**config.mk**
```make
export PLATFORM = sky130hd
export DESIGN_NAME = pam_queue
export DESIGN_NICKNAME = d
export VERILOG_FILES = /design/src/hw/rtl/pam_pkg.sv /design/src/hw/rtl/pam_queue.sv
export SDC_FILE = /design/constraint.sdc
export NUM_CORES = 1
export LEC_CHECK = 0
export BUFFER_PORTS_ARGS = -buffer_cell sky130_fd_sc_hd__buf_2
export CORE_AREA = 3 3 208 210
export DETAILED_ROUTE_END_ITERATION = 10
export DIE_AREA = 0 0 211 213
export GPL_ROUTABILITY_DRIVEN = 0
export PLACE_DENSITY_LB_ADDON = 0.15
export SYNTH_ARGS = -nofsm -noshare
export SYNTH_HDL_FRONTEND = slang
export SYNTH_SLANG_ARGS = --single-unit
```
**constraint.sdc**
```tcl
create_clock -name clk_i -period 29.2 [get_ports clk_i]
set_input_delay 8.76 -clock clk_i [delete_from_list [all_inputs] [get_ports clk_i]]
set_output_delay 8.76 -clock clk_i [all_outputs]
set_load 0.05 [all_outputs]
```
**src/hw/rtl/pam_pkg.sv**
```systemverilog
// shared types and constants for the missing-event probability block
`default_nettype none
package pam_pkg;
  localparam int MAX_EVENTS = 8;
  localparam int EV_IDX_W   = 3;
  localparam int CNT_W      = 4;
  localparam int MAX_TRIALS = 64;
  localparam int T_W        = 7;
  localparam int TIDX_W     = 6;
  localparam int FRAC_BITS  = 31;
  localparam int PROB_W     = 32;
  localparam int SUM_W      = 35;
  localparam int ACC_W      = 48;
  localparam int PROD_W     = 64;
  localparam int MASK_W     = 8;

  localparam logic [PROB_W-1:0] ONE_Q = PROB_W'(64'd1 << FRAC_BITS);
  localparam logic [PROD_W-1:0] HALF_Q = PROD_W'(64'd1 << (FRAC_BITS - 1));

  typedef struct packed {
    logic [MAX_EVENTS-1:0][PROB_W-1:0] probs;
    logic [CNT_W-1:0]                  n;
    logic [T_W-1:0]                    t_max;
    logic                              series;
  } job_t;

  typedef enum logic [2:0] {
    ST_IDLE,
    ST_SUM,
    ST_MAG,
    ST_MUL,
    ST_ACC,
    ST_ORD,
    ST_OWAIT,
    ST_OHOLD
  } back_state_e;
endpackage
`default_nettype wire

```
**src/hw/rtl/pam_queue.sv**
```systemverilog
// two-entry job queue between front and back
`default_nettype none
module pam_queue (
  input  wire           clk_i,
  input  wire           rst_ni,
  input  wire           push_i,
  output logic          push_ready_o,
  input  pam_pkg::job_t push_job_i,
  output logic          pop_valid_o,
  input  wire           pop_i,
  output pam_pkg::job_t pop_job_o
);
  pam_pkg::job_t mem_q [2];
  logic       wp_q, rp_q;
  logic [1:0] cnt_q;

  assign push_ready_o = (cnt_q != 2'd2);
  assign pop_valid_o  = (cnt_q != 2'd0);
  assign pop_job_o    = mem_q[rp_q];

  always_ff @(posedge clk_i or negedge rst_ni) begin
    if (!rst_ni) begin
      wp_q  <= 1'b0;
      rp_q  <= 1'b0;
      cnt_q <= 2'd0;
    end else begin
      if (push_i) wp_q <= ~wp_q;
      if (pop_i) rp_q <= ~rp_q;
      cnt_q <= cnt_q + {1'b0, push_i} - {1'b0, pop_i};
    end
  end

  always_ff @(posedge clk_i) begin
    if (push_i) mem_q[wp_q] <= push_job_i;
  end
endmodule
`default_nettype wire

```
# Word level (Yosys, flattened, before mapping)

Memory sizes are Yosys's and may differ from the RTL's.
Cells that the tools add are included.

Bits in writable memories: 536
Memories: 1
Bits in read-only memories: 0
Input bits: 272
Flip-flop bits (word level): 4
Logic and storage cells: 12
Bits in latches: 0
Output and inout bits: 270

Memory list:

| name  | words | width | read ports | clocked after memory_dff | wr ports | line            | text |
|---|---|---|---|---|---|---|---|
| mem_q | 2     | 268   | 1          | 0                        | 1        | pam_queue.sv:13 | `pam_pkg::job_t mem_q [2];` |

Add/subtract/negate cells: 2
Shifts and indexed selects: 0
Bitwise gates (word level): 2
Muxes and demuxes: 2
Multiply operators: 0
Reductions and logical operators: 1
Divide/modulo/power cells: 0
Magnitude comparators: 0
Equal/unequal tests: 1

Operators with widths:

| operator           | number |
|---|---|
| $add 2x1->2        | 1 |
| $mux 1             | 2 |
| $ne 2x2->1 const B | 1 |
| $not 1->1          | 2 |
| $reduce_bool 2->1  | 1 |
| $sub 2x1->2        | 1 |

# Logic depth before layout (Yosys ltp)

Word-level depth: 2
Mapped depth: 5

# Worst setup path before layout

No wires, ideal clock.

Path type: input to register
From: in push_i
To: mem mem_q[0][0] (netlist name), enable pin
Stages: 1
Slack: 7,978 ps
Required time: 28,266 ps
Data arrival time: 20,288 ps
Cell sequence: nor2b_1

Cells in the longest elaborated chain, start to end: 2

Ends and longest elaborated chain:

| what                         | line            | text |
|---|---|---|
| from (decl)                  | pam_queue.sv:6  | `input wire push_i,` |
| $mux 1                       | pam_queue.sv:34 | `if (push_i) mem_q[wp_q] <= push_job_i;` |
| $mux 1 (not written as such) | pam_queue.sv:34 |  |
| to (decl)                    | pam_queue.sv:13 |  |

No other way between the ends.

==> metrics.md <==
| Metric | Value |
|---|---|
| Status | `completed` |
| Most frequent cells in the layout | `541 x buf_2, 536 x edfxtp_1, 200 x mux2_4, 68 x mux2_2, 57 x clkbuf_16` |
| Slowest CP cell | `dfrtp_4` |
| Worst setup EP type | `primary output` |
| Worst r2r dst | `mem_q[1][131]` |
| Vias per cell | `approximately 5` |
| Yosys reg bits | `540` |
| Nets | `around 1.7k` |
| Pwr dens | `approximately 120 nW/um2` |
| Reg2reg setup slack | `~26 ns` |
| Hold depth | `1` |
| Distinct cell type count after synthesis | `14` |
| CP peak stage delay | `1.14 ns` |
| Worst skew pair latency | `approximately 0.58 ns` |
| Mapped Nets | `1123` |
| WL per Instance | `around 22 um` |
| Core area | `~42000 um2` |
| Crit path kind | `reg2out` |
| CP Data Required Time | `20.44 ns` |
| Hold Path Class | `reg2reg` |
| Die Span Y | `213 um` |
| Fmax achieved | `slightly below 80 MHz` |
| Share of Yosys cell area claimed by the top area cell type | `around four fifths` |
| Cell Count, Final, Fillers Out | `slightly above 2k` |
| Final Skew | `0.01586 ns` |
| Root Driver | `clkbuf_16` |
| Fillers | `around 3k` |
| Initial core utilization | `48.78%` |
| Commonest non-fill, non-tap cell in the layout | `buf_2` |
| Synthesized area | `around 20000 um2` |
| Max cap viols | `0` |
| I/O pins | `~540` |
| H-tree levels | `2` |
| Number of global-route vias before repair | `10.40k` |
| Cells after Synth | `between 800 and 900` |
| Post-route ant nets | `0` |
| Final setup fails | `0` |
| Initial antenna violation count | `15` |
| WL met2 | `between 20000 and 25000 um` |
| Syn_area_per_cell | `~24 um2` |
| Reg clk slew, reported paths | `0.05 ns` |
| Hold Violations, Final | `0` |
| Seq/Total Area, Yosys | `around four fifths` |
| Rel. slew slack | `between 20% and 30%` |
| Maximum clock insertion buffer count | `3` |
| Hold endpoint | `wp_q` |
| Design Area, Final | `25290 um2` |
| CP most frequent cell | `buf_4` |
| CP Data Arrival Time | `about 4.2 ns` |
| HP Start | `wp_q` |
| Leak | `approximately 0.010 uW` |
| TritonRoute pass-1 iters | `4` |
| Die ar. | `around 45000 um2` |
| Final hold slack | `between 0.5 and 0.6 ns` |
| RSZ-0062 raised after global routing | `false` |
| Cts hold-fix bufs | `0` |
| Layout cell share with drive strength beyond 1 | `between 60% and 70%` |
| Clock tree from TritonCTS | `built` |
| R2r worst-path depth | `3` |
| Dpl cells | `1910` |
| Max IR drop VDD | `roughly 0.000067 V` |
| Crit. Startpoint | `rp_q` |
| Setup repair bufs after CTS | `0` |
| # rows | `75` |
| P&R area growth vs syn | `24.13%` |
| Post-DP HPWL | `31000 um` |
| Cell taking the most area after synthesis | `edfxtp_1` |
| Met3 Wirelength | `approximately 4300 um` |
| Ys Warns | `0` |
| Remaining DRCs | `0` |
| Final period utilization | `around 44%` |
| Via count | `around 10k` |
| Setup TNS | `0 ns` |
| Final WL | `~44000 um` |
| Remaining global-route overflow | `0` |
| Max Fanout on Critical Path | `67` |
| Dpl cell area | `23540 um2` |
| Reg2reg start | `wp_q` |
| Clock buffer count from CTS | `between 50 and 60` |
| DRT met1 WL | `15710 um` |
| Main area contributors after synthesis | `edfxtp_1 79%, mux2_4 15%, mux2_2 3.8%, buf_6 1.4%, dfrtp_1 0.49%` |
| Pin count of the biggest net entering global routing | `77` |
| First-pass GRT wire length | `63200 um` |
| Clock sinks | `540` |
| Crit-path cells | `buf_4 > buf_4 > mux2_2 > buf_2` |
| Die outline width | `211 um` |
| Resized Gates After CTS | `0` |
| Max layer used | `met5` |
| Crit path time final | `~13 ns` |
| Critical path launch point type | `register` |
| Iteration-0 DRC Markers | `594` |
| Total Routing Usage GR | `about a fifth` |
| Worst slew pin tran | `1.120 ns` |
| Buffers on Ports | `~540` |
| Slew Limit Fails | `0` |
[cells in the mapped netlist]
library cell and instances:
inv_1 2, nor2b_1 1, ha_1 2, and2_1 1
nand2b_1 1, mux2_4 200, edfxtp_1 536, mux2_2 68
or2_2 1, xor2_1 2, xor3_1 1, buf_2 5
buf_6 25, dfrtp_1 4
[per-layer routing]
layer	vias up	track usage [%]
met5	-	0
met4	16	8.291
met3	100	7.743
met2	379	32.24
met1	4981	21.22
li1	4571	-
[critical path: cells and delay by family (launching register included)]
family | cells | cell delay [ns]
flip-flops | 1 | 1.14
multiplexers | 1 | 0.43
buffers and inverters | 3 | 1.95
[power breakdown]
group	total [uW]	switching, uW	internal, uW
registers	1090	55.7	1030
logic	1240	869	375
clock network	666	275	391
total	3000	1200	1800
[worst max-delay path by stage]
stage	slack, ns	to
finish	16.26	pop_job_o[251]
global route	15.99	pop_job_o[251]
CTS	16.13	pop_job_o[251]
detailed placement	16.77	pop_job_o[251]
global placement	16.80	pop_job_o[257]
floorplan	7.98	mem_q[0][0]
[cells by family after synthesis]
logic type               after synthesis  synth area share (%)
XOR/XNOR                               3                0.2027
multiplexers                         268                 18.50
flip-flops                           540                 79.51
adder cells (fa/ha/maj)                2                0.1228
buffers and inverters                 32                 1.542
AND/OR/NAND/NOR                        4                0.1229
[metrics by stage]
stage,power [uW],util [%],setup slack [ns]
2_1_floorplan,2168,-,7.978
3_3_place_gp,2354,56.37,16.80
3_5_place_dp,2360,56.37,16.77
4_1_cts,3033,60.50,16.13
5_1_grt,3112,60.55,15.99
6_report,2996,60.55,16.26
[registers in the layout (all words and copies together) (netlist names)]
signal  count
cnt_q       2
mem_q     536
rp_q        1
wp_q        1
[cell type report]
class | count | area [um2] | area share [%]
Sequential cell | 540 | 16200 | 64.07
Multi-Input combinational cell | 277 | 3870 | 15.31
Timing Repair Buffer | 552 | 2790 | 11.03
Clock buffer | 69 | 1471 | 5.819
Tap cell | 539 | 674.4 | 2.667
Clock inverter | 30 | 252.7 | 0.9996
Antenna cell | 8 | 20.02 | 0.07917
Inverter | 2 | 7.507 | 0.02969
(Power assumes the default switching activity.)
