==> config.mk <==
export PLATFORM = sky130hd
export DESIGN_NAME = pam_front
export DESIGN_NICKNAME = d
export VERILOG_FILES = /design/src/hw/rtl/pam_pkg.sv /design/src/hw/rtl/pam_front.sv
export SDC_FILE = /design/constraint.sdc
export NUM_CORES = 1
export LEC_CHECK = 0
export BUFFER_PORTS_ARGS = -buffer_cell sky130_fd_sc_hd__clkbuf_2
export CORE_UTILIZATION = 52
export CTS_CLUSTER_DIAMETER = 120
export DETAILED_ROUTE_END_ITERATION = 7
export GPL_ROUTABILITY_DRIVEN = 1
export PLACE_DENSITY = 0.82
export SYNTH_ARGS = -nofsm -noshare
export SYNTH_HDL_FRONTEND = slang
export SYNTH_SLANG_ARGS = --single-unit
export TNS_END_PERCENT = 10
==> constraint.sdc <==
create_clock -name clk_i -period 7.5 [get_ports clk_i]
set_input_delay 0.75 -clock clk_i [delete_from_list [all_inputs] [get_ports clk_i]]
set_output_delay 0.75 -clock clk_i [all_outputs]
set_load 0.01 [all_outputs]
==> src/hw/rtl/pam_pkg.sv <==
// shared types and constants for the missing-event probability block
`default_nettype none
package pam_pkg;
  localparam int MAX_EVENTS = 8;
  localparam int EV_IDX_W   = 3;
  localparam int CNT_W      = 4;
  localparam int MAX_TRIALS = 64;
  localparam int T_W        = 7;
  localparam int TIDX_W     = 6;
  localparam int FRAC_BITS  = 31;
  localparam int PROB_W     = 32;
  localparam int SUM_W      = 35;
  localparam int ACC_W      = 48;
  localparam int PROD_W     = 64;
  localparam int MASK_W     = 8;

  localparam logic [PROB_W-1:0] ONE_Q = PROB_W'(64'd1 << FRAC_BITS);
  localparam logic [PROD_W-1:0] HALF_Q = PROD_W'(64'd1 << (FRAC_BITS - 1));

  typedef struct packed {
    logic [MAX_EVENTS-1:0][PROB_W-1:0] probs;
    logic [CNT_W-1:0]                  n;
    logic [T_W-1:0]                    t_max;
    logic                              series;
  } job_t;

  typedef enum logic [2:0] {
    ST_IDLE,
    ST_SUM,
    ST_MAG,
    ST_MUL,
    ST_ACC,
    ST_ORD,
    ST_OWAIT,
    ST_OHOLD
  } back_state_e;
endpackage
`default_nettype wire

==> src/hw/rtl/pam_front.sv <==
// front end: loads probabilities and builds one job per set
`default_nettype none
module pam_front (
  input  wire                         clk_i,
  input  wire                         rst_ni,
  input  wire                         in_valid_i,
  output logic                        in_ready_o,
  input  wire [pam_pkg::PROB_W-1:0]   event_prob_i,
  input  wire [pam_pkg::T_W-1:0]      trial_count_i,
  input  wire                         last_event_i,
  input  wire                         series_i,
  output logic                        push_o,
  input  wire                         push_ready_i,
  output pam_pkg::job_t               job_o
);
  logic [pam_pkg::CNT_W-1:0] count_q, count_d;
  logic [pam_pkg::MAX_EVENTS-1:0][pam_pkg::PROB_W-1:0] store_q, store_d;
  logic accept;
  logic room;

  assign in_ready_o = push_ready_i;
  assign accept     = in_valid_i & in_ready_o;
  assign room       = (count_q < pam_pkg::CNT_W'(pam_pkg::MAX_EVENTS));

  always_comb begin
    store_d = store_q;
    if (room) begin
      store_d[count_q[pam_pkg::EV_IDX_W-1:0]] = event_prob_i;
    end
    count_d = room ? count_q + pam_pkg::CNT_W'(1) : count_q;
  end

  always_comb begin
    job_o.probs  = store_d;
    job_o.n      = count_d;
    job_o.series = series_i;
    if (trial_count_i == '0) begin
      job_o.t_max = pam_pkg::T_W'(1);
    end else if (trial_count_i > pam_pkg::T_W'(pam_pkg::MAX_TRIALS)) begin
      job_o.t_max = pam_pkg::T_W'(pam_pkg::MAX_TRIALS);
    end else begin
      job_o.t_max = trial_count_i;
    end
    push_o = accept & last_event_i;
  end

  always_ff @(posedge clk_i or negedge rst_ni) begin
    if (!rst_ni) begin
      count_q <= '0;
    end else if (accept) begin
      count_q <= last_event_i ? '0 : count_d;
    end
  end

  always_ff @(posedge clk_i) begin
    if (accept) begin
      store_q <= store_d;
    end
  end
endmodule
`default_nettype wire

== After elaboration in Yosys (flattened, before gate mapping) ==
Index checks and enable logic that the tools add are counted.
Operators by class
  reductions and logical operators: 2
  div/mod/pow operators: 0
  $lt $le $gt $ge: 4
  muxes and demuxes: 8
  $add $sub $neg: 1
  shift-type cells: 0
  equal/unequal tests: 0
  bitwise gates (word level): 2
  multiply operators: 0
Operators by type and width (number)
  $bwmux W256: 1
  $mux W256: 1
  $demux W32 S3: 1
  $mux W32: 1
  $mux W7: 2
  $mux W4: 2
  $gt A7 B7 Y1 const B: 1
  $logic_not A7 Y1: 1
  $add A4 B1 Y4 const B: 1
  $lt A3 B4 Y1 const B: 1
  $lt A4 B4 Y1 const B: 1
  $ge A3 B1 Y1 const B: 1
  $and A1 B1 Y1: 2
  $logic_and A1 B1 Y1: 1
Word-level totals
  RAM bits: 0
  bits in read-only memories: 0
  bits in latches: 0
  word-level logic and storage cells: 26
  register bits after elaboration: 260
  memories: 0

== Logic depth before layout (Yosys ltp) ==
  word-level depth: 6
  depth in mapped cells: 6

== Least setup slack after synthesis ==
No wires, ideal clock.
  kind: input to output
  start: in in_valid_i
  end: out push_o
  path slack: 0.308 ns
  stages on the path: 4
  arrival time: 6.442 ns
  buffers on the path: 0
  data required time: 6.750 ns
  cells stage by stage: nand2_1 > inv_1 > nand2_1 > inv_1
Between the ends
  longest elaborated chain between the ends: 2
Ends and longest elaborated chain
  from (decl): line pam_front.sv:6  | input wire in_valid_i,
  $and A1 B1 Y1: line pam_front.sv:22  | assign accept = in_valid_i & in_ready_o;
  $and A1 B1 Y1: line pam_front.sv:44  | push_o = accept & last_event_i;
  to (decl): line pam_front.sv:12  | output logic push_o,
Every way passes these cells.

==> run metrics <==
sequential fraction of the synthesis area=a little over two thirds; Die Span Y=about 150 um; Pwr Total=approximately 0.0039 W; fin crit share=between 50% and 60%; CORE AREA=approximately 21000 um2; setup total negative slack=0 ps; largest net degree at the start of global routing=95; status=complete, no violations; Crit Path Class=reg -> out; vias per cell=5.53; min Tclk post-route=approximately 4000 ps; Finished Layout Cells=roughly 1200; worst setup margin=3520 ps; CTS tree=built; Data required, critical path=about 6800 ps; syn_area_per_cell=between 15 and 20 um2; worst-skew pair later-pin latency=530 ps; Resize count post-CTS=0; vias in the first global route=roughly 6500; Post-Route WL=between 20000 and 30000 um; worst hold path type=in -> async; crit path buf inv count=2; Syn Inst Count=roughly 590; CP max-delay cell=nor3_4; max_cap viols=0; RSZ-0062 raised after global routing=no; crit-path cells=nand2b_1 -> nor3_4 -> buf_4 -> mux2_2 -> clkbuf_2; ys flop type=edfxtp_1; Largest stage delay, worst path=about 700 ps; share of layout cells above drive strength 1=62.5%; Worst Path Max Fanout=18; Core Rows=53; Peak Freq=between 200 and 300 MHz; Port-buffer cells=between 300 and 400; Hold Fails Final Rpt=0; endpoint class of the critical path=primary output; Inserted Diodes=0; synth unique cells=25; Area Overhead vs Synth=24.5%; cts bufs inserted=28; DRT antenna net count=0; Sinks on Clock Net=260; setup violators final=0; WP data arrival=approximately 3200 ps; Die X=approximately 150 um; Post-synth EDFFs=roughly 260; Clock Skews=16.6 ps; Initial Util=~53%; initial antenna violation count=0; DRC Markers=0; first drt pass iteration count=4; R2R Setup Slk=4680 ps; CTS Root Cell=clkbuf_16; family with the most delay on the worst path=simple AND/OR/NAND/NOR gates; Nets=between 900 and 1000; Synth Warn #=0; asr flop ratio synth=under 10%; first-pass GRT wire length=approximately 40000 um; Worst Setup Start Kind=flip-flop; total track usage=a little under a quarter; DPL Wire Length=17100 um; Via Count=between 6000 and 7000; leakage power=5.29 nW; placed insts=1155; CTS Hold Buffers Added=0; Yosys reg bits=260; Syn Nets=around 630; Detailed Route Iter0 Violations=between 300 and 400; worst slew pin tran=roughly 1200 ps; Cell Pwr Density=281 nW/um2; Max clock buf depth=3; Max Slew Vio Count=0; Reg clk slew, reported paths=about 60 ps; die area=~22000 um2; wire per inst=~22 um; Slew HR=around 18%; synthesized area=approximately 11000 um2; VDD IR max=between 0.2 and 0.25 mV; post-CTS setup buffers=0; H-Tree Level Count=1; Post-Place Worst Slack=roughly 4000 ps; GRT overflow=0; IO Pins=315; global placer's final weighted congestion=approximately 0.80
[final cells by class]
cell class / count / area, um2
well taps: 275 / 344
repair buffers: 323 / 1640
fillers: 1473 / 7130
flip-flops and latches: 260 / 7790
clock inverters: 12 / 78.8
multi-input cells: 295 / 3200
clock buffers: 37 / 756
inverters: 2 / 15.0
[path summary, 6_finish.rpt]
path,from,to,cells past startpoint
min,rst_ni,count_q[3],1
min in group clk_i,store_q[63],store_q[63],1
max in group asynchronous,rst_ni,count_q[1],1
max reg2reg,count_q[0],store_q[48],4
min reg2reg,store_q[63],store_q[63],1
max,count_q[0],job_o[60],5
[sequential cells by signal, indices dropped and copies added, names as in the netlist]
register and cells:
store_q 256, count_q 4
[power breakdown]
part           switching [W]  internal [W]  total [W]
sequential         0.0000349       0.00174    0.00178
combinational       0.000486      0.000363   0.000849
clock               0.000526      0.000735    0.00126
total                0.00105       0.00284    0.00389
[stage by stage]
step	hold WS [ps]	util [%]	cell area, um2
after floorplan	454	-	11100
after global placement	539	62.0	13000
after detailed placement	543	62.0	13000
after CTS	12.0	66.0	13800
after global routing	13.1	66.0	13800
final	35.5	66.0	13800
[cells in the mapped netlist, types with 2 or more instances]
cell / instances / area, um2
xnor2_1: 2 / 17.5
buf_2: 27 / 135
mux2_1: 43 / 484
dfrtp_1: 4 / 100
nor2_1: 5 / 18.8
edfxtp_1: 256 / 7690
mux2_2: 214 / 2410
buf_4: 2 / 15.0
inv_1: 2 / 7.51
nand2b_1: 5 / 31.3
nand2_1: 3 / 11.3
nor3_2: 4 / 40.0
nor2b_1: 7 / 43.8
o31ai_1: 2 / 15.0
clkbuf_1: 2 / 7.51
[cells in the final DEF, fill, tap and decap left out]
cell type	instances
a31o_2	1
nor2_4	2
o21ai_0	1
inv_8	1
o31ai_1	2
bufinv_16	1
nand2b_1	5
or2_2	1
a22o_1	1
clkbuf_1	8
ha_1	1
nor3_4	4
edfxtp_1	256
mux2_2	214
buf_4	11
inv_1	1
nor2_1	3
clkbuf_2	312
mux2_1	43
xnor2_1	2
clkinv_1	7
clkinvlp_4	1
a22oi_1	1
nand2_1	3
clkbuf_16	29
nor2b_1	7
o211a_1	1
nor4_4	1
dfrtp_1	4
nor3_1	1
a21oi_1	1
clkinv_2	3
[metal layers]
metal / vias to the layer above / routed length [um] / track usage (%) / share of wire (%)
met2: 289 / 12900 / 39.1 / 49
met1: 3383 / 11100 / 31.8 / 42
met4: 0 / 412 / 5.93 / 1.6
met5: - / 0 / 0 / 0
li1: 2955 / - / - / -
met3: 35 / 1760 / 4.63 / 6.7
[kinds of logic after synthesis]
kind of cell	share of synthesized area, %
simple gates	1.52
fa+ha+maj	0.113
xor+xnor	0.158
buf+inv	1.49
mux	26.1
flops	70.1
compound gates	0.541
Power figures use the tool's default switching activity.
